===== src/sv/wrst_pkg.sv =====
// ---------------------------------------------------------------------------
// Weighted random select table package
// Sizes, result codes, controller states and the command and status
// structures shared by the controller, the datapath and the checker.
// ---------------------------------------------------------------------------
package wrst_pkg;

   // Table geometry.
   localparam int ENTRIES     = 64;
   localparam int WEIGHT_BITS = 16;

   // Field widths of the request and response words.
   localparam int ID_BITS     = 6;
   localparam int NEW_W_BITS  = 16;
   localparam int DRAW_BITS   = 22;
   localparam int STATUS_BITS = 2;
   localparam int TOTAL_OUT_BITS = 22;

   // Derived widths.
   localparam int IDX_BITS   = (ENTRIES > 1) ? $clog2(ENTRIES) : 1;
   localparam int CNT_BITS   = $clog2(ENTRIES + 1);
   localparam int TOTAL_BITS = WEIGHT_BITS + $clog2(ENTRIES);
   localparam int EXT_BITS   = (ID_BITS > CNT_BITS) ? ID_BITS : CNT_BITS;
   localparam int WIDE_BITS  = (TOTAL_BITS > DRAW_BITS) ? TOTAL_BITS : DRAW_BITS;
   localparam int CMP_BITS   = (DRAW_BITS > WEIGHT_BITS) ? DRAW_BITS : WEIGHT_BITS;
   localparam int WIDE_OUT_BITS =
      (TOTAL_BITS > TOTAL_OUT_BITS) ? TOTAL_BITS : TOTAL_OUT_BITS;

   localparam logic [TOTAL_OUT_BITS-1:0] TOTAL_OUT_MAX = '1;

   // Result status codes.
   typedef enum logic [STATUS_BITS-1:0] {
      STATUS_OK    = 2'd0,
      STATUS_EMPTY = 2'd1,
      STATUS_RANGE = 2'd2
   } status_type;

   // Request modes.
   localparam logic MODE_SET    = 1'b0;
   localparam logic MODE_CHOOSE = 1'b1;

   // Controller states.
   typedef enum logic [2:0] {
      ST_IDLE,
      ST_SET_RD,
      ST_SET_WR,
      ST_CHECK,
      ST_WALK,
      ST_FINISH
   } state_type;

   // Commands from the controller to the datapath.
   typedef struct packed {
      logic load_req;
      logic set_write;
      logic walk_init;
      logic walk_step;
      logic res_empty;
      logic res_range;
      logic rsp_load;
   } cmd_type;

   // Status from the datapath to the controller.
   typedef struct packed {
      logic req_choose;
      logic req_id_ok;
      logic total_zero;
      logic draw_bad;
      logic hit;
      logic rsp_free;
   } sts_type;

   // Clamp the running total to the width of the response field.
   function automatic logic [TOTAL_OUT_BITS-1:0] sat_total(
      input logic [TOTAL_BITS-1:0] total
   );
      logic [WIDE_OUT_BITS-1:0] wide;
      wide = WIDE_OUT_BITS'(total);
      if (wide > WIDE_OUT_BITS'(TOTAL_OUT_MAX)) begin
         return TOTAL_OUT_MAX;
      end
      return TOTAL_OUT_BITS'(wide);
   endfunction

endpackage


===== src/sv/wrst_ctrl.sv =====
// ---------------------------------------------------------------------------
// Weighted random select table controller
// Sequences set items, range checks and the entry walk of choose items, and
// hands finished results to the response register.
// ---------------------------------------------------------------------------
module wrst_ctrl (
   input  logic             clock,
   input  logic             reset,
   input  logic             req_valid,
   output logic             req_ready,
   input  wrst_pkg::sts_type sts,
   output wrst_pkg::cmd_type cmd
);

   wrst_pkg::state_type state_ff;
   wrst_pkg::state_type state_in;

   // State register.
   always_ff @(posedge clock) begin
      if (reset) begin
         state_ff <= wrst_pkg::ST_IDLE;
      end else begin
         state_ff <= state_in;
      end
   end

   // Next state and commands.
   always_comb begin
      state_in  = state_ff;
      cmd       = '0;
      req_ready = 1'b0;
      case (state_ff)
         wrst_pkg::ST_IDLE: begin
            req_ready = 1'b1;
            if (req_valid) begin
               cmd.load_req = 1'b1;
               if (sts.req_choose) begin
                  state_in = wrst_pkg::ST_CHECK;
               end else if (sts.req_id_ok) begin
                  state_in = wrst_pkg::ST_SET_RD;
               end else begin
                  state_in = wrst_pkg::ST_FINISH;
               end
            end
         end
         wrst_pkg::ST_SET_RD: begin
            // The old weight is read out of the store in this cycle.
            state_in = wrst_pkg::ST_SET_WR;
         end
         wrst_pkg::ST_SET_WR: begin
            cmd.set_write = 1'b1;
            state_in      = wrst_pkg::ST_FINISH;
         end
         wrst_pkg::ST_CHECK: begin
            if (sts.total_zero) begin
               cmd.res_empty = 1'b1;
               state_in      = wrst_pkg::ST_FINISH;
            end else if (sts.draw_bad) begin
               cmd.res_range = 1'b1;
               state_in      = wrst_pkg::ST_FINISH;
            end else begin
               cmd.walk_init = 1'b1;
               state_in      = wrst_pkg::ST_WALK;
            end
         end
         wrst_pkg::ST_WALK: begin
            cmd.walk_step = 1'b1;
            if (sts.hit) begin
               state_in = wrst_pkg::ST_FINISH;
            end
         end
         wrst_pkg::ST_FINISH: begin
            if (sts.rsp_free) begin
               cmd.rsp_load = 1'b1;
               state_in     = wrst_pkg::ST_IDLE;
            end
         end
         default: begin
            state_in = wrst_pkg::ST_IDLE;
         end
      endcase
   end

endmodule


===== src/sv/wrst_datapath.sv =====
// ---------------------------------------------------------------------------
// Weighted random select table datapath
// Holds the weight store with per-entry valid bits, the running total, the
// walk counter and remainder, and the response register.
// ---------------------------------------------------------------------------
module wrst_datapath (
   input  logic                                  clock,
   input  logic                                  reset,
   input  logic                                  req_mode,
   input  logic [wrst_pkg::ID_BITS-1:0]          req_entry_id,
   input  logic [wrst_pkg::NEW_W_BITS-1:0]       req_new_weight,
   input  logic [wrst_pkg::DRAW_BITS-1:0]        req_draw_value,
   output logic                                  rsp_valid,
   input  logic                                  rsp_ready,
   output logic [wrst_pkg::STATUS_BITS-1:0]      rsp_status,
   output logic [wrst_pkg::ID_BITS-1:0]          rsp_chosen_id,
   output logic [wrst_pkg::TOTAL_OUT_BITS-1:0]   rsp_total_after,
   input  wrst_pkg::cmd_type                     cmd,
   output wrst_pkg::sts_type                     sts
);

   localparam int IB = wrst_pkg::IDX_BITS;
   localparam int WB = wrst_pkg::WEIGHT_BITS;
   localparam int TB = wrst_pkg::TOTAL_BITS;
   localparam int DB = wrst_pkg::DRAW_BITS;
   localparam int CB = wrst_pkg::CNT_BITS;

   // Weight store and its valid bits.
   logic [WB-1:0]                mem [wrst_pkg::ENTRIES];
   logic [wrst_pkg::ENTRIES-1:0] vld_ff;
   logic [WB-1:0]                rd_data_ff;
   logic                         rd_vld_ff;
   logic [IB-1:0]                rd_addr;
   logic [WB-1:0]                cur;

   // Latched request word.
   logic [IB-1:0] addr_ff;
   logic [WB-1:0] weight_ff;
   logic [DB-1:0] draw_ff;

   // Running total and walk state.
   logic [TB-1:0]       total_ff;
   logic [DB-1:0]       rest_ff;
   logic [CB-1:0]       idx_ff;
   logic                pend_vld_ff;
   logic [IB-1:0]       pend_idx_ff;
   logic                issue;

   // Result and response registers.
   wrst_pkg::status_type              res_status_ff;
   logic [wrst_pkg::ID_BITS-1:0]      res_id_ff;
   logic                              rsp_valid_ff;
   wrst_pkg::status_type              rsp_status_ff;
   logic [wrst_pkg::ID_BITS-1:0]      rsp_id_ff;
   logic [wrst_pkg::TOTAL_OUT_BITS-1:0] rsp_total_ff;

   // The walk reads its counter; otherwise the store is read at the set id.
   assign issue   = idx_ff < CB'(wrst_pkg::ENTRIES);
   assign rd_addr = cmd.walk_step ? idx_ff[IB-1:0] : addr_ff;
   assign cur     = rd_vld_ff ? rd_data_ff : '0;

   // Store read and write ports.
   always_ff @(posedge clock) begin
      rd_data_ff <= mem[rd_addr];
      if (cmd.set_write) begin
         mem[addr_ff] <= weight_ff;
      end
   end

   // Valid bits: an entry never written reads as weight zero.
   always_ff @(posedge clock) begin
      if (reset) begin
         vld_ff    <= '0;
         rd_vld_ff <= 1'b0;
      end else begin
         rd_vld_ff <= vld_ff[rd_addr];
         if (cmd.set_write) begin
            vld_ff[addr_ff] <= 1'b1;
         end
      end
   end

   // Request capture.
   always_ff @(posedge clock) begin
      if (cmd.load_req) begin
         addr_ff   <= IB'(req_entry_id);
         weight_ff <= WB'(req_new_weight);
         draw_ff   <= req_draw_value;
      end
   end

   // Running total: subtract the old weight, add the new one.
   always_ff @(posedge clock) begin
      if (reset) begin
         total_ff <= '0;
      end else if (cmd.set_write) begin
         total_ff <= total_ff - TB'(cur) + TB'(weight_ff);
      end
   end

   // Entry walk: one read issued and one pending entry examined per cycle.
   always_ff @(posedge clock) begin
      if (reset) begin
         pend_vld_ff <= 1'b0;
         idx_ff      <= '0;
      end else if (cmd.walk_init) begin
         pend_vld_ff <= 1'b0;
         idx_ff      <= '0;
      end else if (cmd.walk_step) begin
         pend_vld_ff <= issue;
         if (issue) begin
            idx_ff <= idx_ff + CB'(1);
         end
      end
   end

   always_ff @(posedge clock) begin
      if (cmd.walk_init) begin
         rest_ff <= draw_ff;
      end else if (cmd.walk_step) begin
         pend_idx_ff <= idx_ff[IB-1:0];
         if (pend_vld_ff && !sts.hit) begin
            rest_ff <= rest_ff - DB'(cur);
         end
      end
   end

   // Result fields of the item in progress.
   always_ff @(posedge clock) begin
      if (cmd.load_req) begin
         res_status_ff <= wrst_pkg::STATUS_OK;
         res_id_ff     <= '0;
      end else if (cmd.res_empty) begin
         res_status_ff <= wrst_pkg::STATUS_EMPTY;
      end else if (cmd.res_range) begin
         res_status_ff <= wrst_pkg::STATUS_RANGE;
      end else if (cmd.walk_step && sts.hit) begin
         res_id_ff <= wrst_pkg::ID_BITS'(pend_idx_ff);
      end
   end

   // Response register.
   always_ff @(posedge clock) begin
      if (reset) begin
         rsp_valid_ff <= 1'b0;
      end else if (cmd.rsp_load) begin
         rsp_valid_ff <= 1'b1;
      end else if (rsp_ready) begin
         rsp_valid_ff <= 1'b0;
      end
   end

   always_ff @(posedge clock) begin
      if (cmd.rsp_load) begin
         rsp_status_ff <= res_status_ff;
         rsp_id_ff     <= res_id_ff;
         rsp_total_ff  <= wrst_pkg::sat_total(total_ff);
      end
   end

   // Status toward the controller.
   always_comb begin
      sts.req_choose = (req_mode == wrst_pkg::MODE_CHOOSE);
      sts.req_id_ok  = wrst_pkg::EXT_BITS'(req_entry_id) <
                       wrst_pkg::EXT_BITS'(wrst_pkg::ENTRIES);
      sts.total_zero = (total_ff == '0);
      sts.draw_bad   = (draw_ff == '0) ||
                       (wrst_pkg::WIDE_BITS'(draw_ff) > wrst_pkg::WIDE_BITS'(total_ff));
      sts.hit        = pend_vld_ff &&
                       (wrst_pkg::CMP_BITS'(rest_ff) <= wrst_pkg::CMP_BITS'(cur));
      sts.rsp_free   = !rsp_valid_ff || rsp_ready;
   end

   assign rsp_valid       = rsp_valid_ff;
   assign rsp_status      = rsp_status_ff;
   assign rsp_chosen_id   = rsp_id_ff;
   assign rsp_total_after = rsp_total_ff;

endmodule


===== src/sv/weighted_random_select_table.sv =====
// A set item reads the old weight, then writes the new one into the store and the
// total. A choose item skips the walk when the table is empty or the draw is out
// of range; otherwise the walk reads one stored weight per cycle.
// Throughput: one item at a time; the next word is taken once the result sits
// in the response register. Reset is synchronous and clears the table at once.
// ---------------------------------------------------------------------------
// Weighted random select table
// Roulette wheel selection over a table of weights with a running total.
// ---------------------------------------------------------------------------
module weighted_random_select_table (
   input  logic                                clock,
   input  logic                                reset,
   input  logic                                req_valid,
   output logic                                req_ready,
   input  logic                                req_mode,
   input  logic [wrst_pkg::ID_BITS-1:0]        req_entry_id,
   input  logic [wrst_pkg::NEW_W_BITS-1:0]     req_new_weight,
   input  logic [wrst_pkg::DRAW_BITS-1:0]      req_draw_value,
   output logic                                rsp_valid,
   input  logic                                rsp_ready,
   output logic [wrst_pkg::STATUS_BITS-1:0]    rsp_status,
   output logic [wrst_pkg::ID_BITS-1:0]        rsp_chosen_id,
   output logic [wrst_pkg::TOTAL_OUT_BITS-1:0] rsp_total_after
);

   wrst_pkg::cmd_type cmd;
   wrst_pkg::sts_type sts;

   // Sequencer.
   wrst_ctrl u_ctrl (
      .clock     (clock),
      .reset     (reset),
      .req_valid (req_valid),
      .req_ready (req_ready),
      .sts       (sts),
      .cmd       (cmd)
   );

   // Store, total and walk datapath.
   wrst_datapath u_datapath (
      .clock           (clock),
      .reset           (reset),
      .req_mode        (req_mode),
      .req_entry_id    (req_entry_id),
      .req_new_weight  (req_new_weight),
      .req_draw_value  (req_draw_value),
      .rsp_valid       (rsp_valid),
      .rsp_ready       (rsp_ready),
      .rsp_status      (rsp_status),
      .rsp_chosen_id   (rsp_chosen_id),
      .rsp_total_after (rsp_total_after),
      .cmd             (cmd),
      .sts             (sts)
   );

endmodule


===== config.mk =====
export PLATFORM = sky130hd
export DESIGN_NAME = weighted_random_select_table
export DESIGN_NICKNAME = d
export VERILOG_FILES = /design/src/sv/wrst_pkg.sv /design/src/sv/wrst_ctrl.sv /design/src/sv/wrst_datapath.sv /design/src/sv/weighted_random_select_table.sv
export SDC_FILE = /design/constraint.sdc
export NUM_CORES = 2
export LEC_CHECK = 0
export BUFFER_PORTS_ARGS = -buffer_cell sky130_fd_sc_hd__buf_4
export CELL_PAD_IN_SITES_DETAIL_PLACEMENT = 0
export CELL_PAD_IN_SITES_GLOBAL_PLACEMENT = 2
export CORE_MARGIN = 3
export CORE_UTILIZATION = 25
export DETAILED_ROUTE_END_ITERATION = 12
export GPL_TIMING_DRIVEN = 0
export MAX_ROUTING_LAYER = met4
export PLACE_DENSITY_LB_ADDON = 0.3
export SLEW_MARGIN = 20
export SYNTH_ARGS = -nofsm -noshare
export SYNTH_HDL_FRONTEND = slang
export SYNTH_SLANG_ARGS = --single-unit
export TNS_END_PERCENT = 30

===== constraint.sdc =====
create_clock -name clock -period 7.7 [get_ports clock]
set_clock_uncertainty 0.15 [all_clocks]
set_input_delay 0.77 -clock clock [delete_from_list [all_inputs] [get_ports clock]]
set_output_delay 0.77 -clock clock [all_outputs]
set_load 0.02 [all_outputs]

# Word level (Yosys, flattened, before mapping)
# Memories as Yosys holds them, arrays and structs flattened. A register that Yosys moved wholly into a read port is not among the register bits.
# Cells that the tools add are included.
op_classes:
  bitwise_logic: 4
  reduce_logical: 22
  add_sub_neg: 4
  n_eq_ne: 8
  order_cmp: 7
  n_mux: 40
op_table:
  columns: ["operator", "count"]
  rows:
  - ["22-bit 2-to-1 mux", 5]
  - ["64-bit bitwise OR", 1]
  - ["22-bit zero test", 2]
  - ["22-bit by 16-bit subtractor with 22-bit output", 2]
  - ["1-bit 2-to-1 mux", 25]
  - ["22-bit by 16-bit adder with 22-bit output", 1]
  - ["22-bit > comparator", 1]
  - ["22-bit > comparator (second input constant)", 1]
  - ["22-bit by 16-bit <= comparator with 1-bit output", 1]
  - ["3-bit one-hot mux with 6 select lines", 1]
  - ["16-bit 2-to-1 mux", 1]
  - ["6-bit by 7-bit < comparator with 1-bit output (second input constant)", 2]
  - ["3-bit 2-to-1 mux", 3]
  - ["2-bit nonzero test", 4]
  - ["7-bit by 1-bit adder with 7-bit output (second input constant)", 1]
  - ["7-bit < comparator (second input constant)", 1]
  - ["1-bit binary-select mux with 6-bit select", 1]
  - ["1-bit demux with 6-bit select", 1]
  - ["3-bit by 2-bit equality test with 1-bit output (second input constant)", 2]
  - ["3-bit equality test (second input constant)", 2]
  - ["6-bit by 1-bit greater-or-equal comparator with 1-bit output (second input constant)", 1]
  - ["6-bit 2-to-1 mux", 1]
  - ["2-bit AND reduction", 3]
  - ["3-bit AND reduction", 2]
  - ["other kinds (10)", 20]
word_totals:
  ramBits: 1024
  n_memories: 1
  out_inout_bits: 32
  input_bits: 49
  regBits: 209
  wordCells: 104
memory_table:
  columns: ["name", "depth", "word_bits", "read_ports", "rd_ports_with_merged_regs", "write_ports", "line", "rtl"]
  rows:
  - ["u_datapath.mem", 64, 16, 1, 1, 1, "wrst_datapath.sv:29", "logic [WB-1:0] mem [wrst_pkg::ENTRIES];"]

# Logic depth before layout (Yosys ltp)
depth:
  ltp_word: 8
  mapped_depth: 14
  ltp_nobuf: 14

# By module
# Synthesis repeated with hierarchy kept, for this count alone.
unflattened:
  hier_cells: 5048
  area_unflattened_um2: 59943.7
by_module_without_submodules:
  columns: ["mod", "n_inst", "area_per_inst_um2", "seq_area_each_um2", "cells_each"]
  rows:
  - ["wrst_datapath", 1, 59714.8, 36214.7, 5017]
  - ["wrst_ctrl", 1, 229.0, 60.1, 31]

# Least setup slack after synthesis
# OpenSTA, ideal clock, no wires.
synth_timing:
  kind: "register to register"
  startpoint: "reg u_datapath.weight_ff[1]"
  endpoint: "reg u_datapath.total_ff[21]"
  slack_ps: 3673
  required_ps: 7464
  path_buffers: 0
  arrival_ps: 3792
  path_stages_with_launch: 13
  synth_period_minus_slack_ps: 4027
  setup_ps: 86
  cell_sequence: "edfxtp_1 -> inv_1 -> fa_1 -> inv_1 -> ha_1 -> a211oi_1 -> nor2_1 -> o311ai_0 -> a31oi_1 -> nor2_1 -> o311ai_0 -> xor2_1 -> a211oi_1"
synth_via:
  elab_chain_cells: 1
synth_lines:
  columns: ["element", "line", "rtl"]
  rows:
  - ["from (decl)", "wrst_datapath.sv:38", "logic [WB-1:0] weight_ff;"]
  - ["from (signal assigned)", "wrst_datapath.sv:87", "weight_ff <= WB'(req_new_weight);"]
  - ["22-bit by 16-bit adder with 22-bit output", "wrst_datapath.sv:97", "total_ff <= total_ff - TB'(cur) + TB'(weight_ff);"]
  - ["to (signal assigned)", "wrst_datapath.sv:97", null]
  - ["to (decl)", "wrst_datapath.sv:42", "logic [TB-1:0] total_ff;"]
# Every way passes these cells.
# A chain may end at the register's enable or synchronous reset.

# Final worst setup path
layout_timing:
  startpoint: "reg u_ctrl.state_ff[2]"
  endpoint: "reg u_datapath.rd_data_ff[4], read port of u_datapath.mem"
layout_via:
  elab_chain_cells: 3
layout_lines:
  columns: ["element", "line", "rtl"]
  rows:
  - ["from (decl)", "wrst_ctrl.sv:15", "wrst_pkg::state_type state_ff;"]
  - ["from (signal assigned)", "wrst_ctrl.sv:21", "state_ff <= wrst_pkg::ST_IDLE;"]
  - ["from (signal assigned)", "wrst_ctrl.sv:23", "state_ff <= state_in;"]
  - ["3-bit equality test", "wrst_ctrl.sv:32", "case (state_ff)"]
  - ["1-bit 2-to-1 mux", "wrst_ctrl.sv:32", null]
  - ["6-bit 2-to-1 mux", "wrst_datapath.sv:59", "assign rd_addr = cmd.walk_step ? idx_ff[IB-1:0] : addr_ff;"]
  - ["to (decl)", "wrst_datapath.sv:31", "logic [WB-1:0] rd_data_ff;"]
# Every way passes these cells.

==> flow_metrics.tcl <==
set metrics [dict create \
    rsz0062_at_grt "no" \
    grt_pass1_vias 34100 \
    fin_crit_sh 0.683 \
    routed_via_density 4.67 \
    synth_top_area_share 0.655 \
    clock_latency_ns 0.80 \
    cts_buffers 145 \
    cts_tree "done" \
    p_leak_nw 21.7 \
    yosys-top-cells-area "edfxtp_1, nand2_1, nand3_1" \
    final_area_sq_um 62600 \
    reg2reg_from "u_ctrl.state_ff[2]" \
    hold_depth 3 \
    cts_sinks 1249 \
    crit_type "reg2reg" \
    power.density_nw_per_um2 282 \
    synth-seq-cells 1249 \
    synthCells 4354 \
    arrival_ns 5.78 \
    fin_tns_setup_ns 0 \
    path_max_fanout 10 \
    num_rows 166 \
    drt-pass1-iter-count 9 \
    vias 35300 \
    hold_start "rsp_ready" \
    ant_nets 0 \
    dieArea_sq_um 212000 \
    holdPathEnd "u_datapath.rsp_valid" \
    routedWlPerCell_um 25.0 \
    ys_seq_area_frac 0.703 \
    port_buffers 80 \
    start_util 0.252 \
    clk_pin_slew_ns 0.06 \
    cts_max_level 4 \
    dpl.hpwl_um 138000 \
    die_width_um 460 \
    syn_nets 4484 \
    reg2regPathDepth 14 \
    relSlewSlack 0.138 \
    rr_endpoint "u_datapath.rd_data_ff[4]" \
    drv_slew 0 \
    grt_max_degree 41 \
    grt_usage 0.180 \
    yosysMostFrequentCell "nand2_1" \
    yosys.area.top_type "edfxtp_1" \
    drc_errors 0 \
    cp-start-kind "flip-flop" \
    fin_nets 4864 \
    first_iter_violations 3360 \
    yosys_most_used_dff "edfxtp_1" \
    synth_edf_count 1126 \
    min_path_type "in2reg" \
    finalPower_mw 17.6 \
    ir_drop_mv 0.240 \
    setup_viol 0 \
    fmax_ghz 0.190 \
    outcome "completed" \
    synth_common_cells "nand2_1, edfxtp_1, nand3_1, a21oi_1, clkbuf_1" \
    endpoint_kind "flip-flop" \
    syn_area_per_cell_sq_um 11.8 \
    final_hold_viol_count 0 \
    synth_warnings 0 \
    async_flop_share 0 \
    place_area_sq_um 57500 \
    tightest_slew_ns 1.28 \
    core_area_sq_um 205000 \
    clockBufferDepth 3 \
    cp-startpoint "u_ctrl.state_ff[2]" \
    routabilityCongestion 0.902 \
    io_pins 81 \
    regToRegSetupSlack_ns 2.44 \
    antenna_found_initial 13 \
    cts_root_buf "clkbuf_16" \
    area_growth_pct 21.3 \
    ys_types 62 \
    syn_area_sq_um 51600 \
    die_h_um 460 \
    grt_pass1_wl_um 263000 \
    finalCriticalPeriod_ns 5.26 \
    drive_gt1_frac 0.121 \
    grt_overflow_total 0 \
    crit_required_ns 8.21 \
    wl_um 189000 \
    maxCapViolCount 0 \
]
## registers in the layout (all words and copies together) (netlist names), 7 cells and up
name / count
u_datapath.mem: 1024
u_datapath.vld_ff: 64
u_datapath.draw_ff: 22
u_datapath.rest_ff: 22
u_datapath.rsp_total_after: 22
u_datapath.total_ff: 22
u_datapath.rd_data_ff: 16
u_datapath.weight_ff: 16
u_datapath.idx_ff: 7
## report_power, final
| part | total (mW) | switching (mW) | leakage [nW] | internal [mW] |
|---|---|---|---|---|
| Clock | 6.66 | 2.89 | 2.23 | 3.76 |
| Combinational | 3.26 | 2.34 | 8.32 | 0.917 |
| Sequential | 7.72 | 0.113 | 11.2 | 7.61 |
## layout by cell type, fill, tap and decap left out, types with 28 or more instances in the layout
master / instances
nand3_1: 537
o21ai_0: 39
buf_6: 28
edfxtp_1: 1126
buf_2: 76
mux2i_1: 40
nor2_1: 71
dlygate4sd3_1: 44
clkbuf_1: 214
a21oi_1: 304
buf_4: 95
nor2_4: 29
o21a_1: 64
buf_8: 64
nand2_1: 1203
dfxtp_1: 123
clkbuf_16: 146
ha_1: 64
nor4_1: 62
nor2_2: 30
nand4_1: 34
inv_1: 102
## routing by layer
layer / track usage / wire [um]
met2: 0.287 / 89800
met1: 0.238 / 85200
met4: 0.0543 / 4870
met3: 0.0254 / 9010
met5: - / 0
## logic make-up (layout without fill, tap and decap cells)
family	Yosys count	after routing	synth area share
simple gates	2077	2077	0.174
flops	1249	1249	0.703
compound gates	489	489	0.0548
buf+inv	377	873	0.0300
fa+ha+maj	81	81	0.0221
mux	50	50	0.0103
xor+xnor	31	31	0.00526
other cells	0	11	0
## final cells by class
cell class,count,area (sq um)
antenna,11,27.5
buffer,275,1170
clock buffer,197,3990
clock inverter,66,587
fill,20700,142000
inverter,102,383
multi-input combinational,2728,14200
sequential,1249,36300
tap,2688,3360
timing repair buffer,233,2610
## per-stage QoR
step / hold WS [ns] / setup slack [ns] / cells / util
2_1_floorplan: 0.249 / 3.67 / 4354 / -
3_3_place_gp: 0.264 / 1.24 / 7122 / 0.271
3_5_place_dp: 0.267 / 2.51 / 7231 / 0.281
4_1_cts: 0.112 / 2.49 / 7538 / 0.305
5_1_grt: 0.167 / 2.38 / 7544 / 0.305
6_report: 0.178 / 2.44 / 7549 / 0.305
## repair_timing
item / 4_1_cts / 5_1_grt
setup buffers: 0 / 0
resized for setup: 0 / 0
hold endpoints to repair: 44 / 0
hold buffers: 44 / 0
setup endpoints to repair: 0 / 0
## how the worst max path moves through the flow
stage	cells after the start	endpoint	slack, ns
after global placement	12	u_datapath.total_ff[21]	1.24
after detailed placement	12	u_datapath.rd_data_ff[11]	2.51
after CTS	12	u_datapath.rd_data_ff[11]	2.49
final	14	u_datapath.rd_data_ff[4]	2.44
after global routing	14	u_datapath.rd_data_ff[4]	2.38
after floorplan	12	u_datapath.total_ff[21]	3.67
## critical path, cell delays in order (launching register included)
cell	delay, ns
dfxtp_1	0.31
buf_4	0.16
or3b_1	0.36
buf_2	0.21
buf_6	0.20
mux2_4	0.22
buf_2	0.38
buf_2	0.56
clkbuf_1	0.70
nand2_1	0.11
nand3_1	0.11
a21oi_1	0.10
nor4_1	1.01
nand2_1	0.18
nand4_1	0.34
Power figures use the tool's default switching activity.
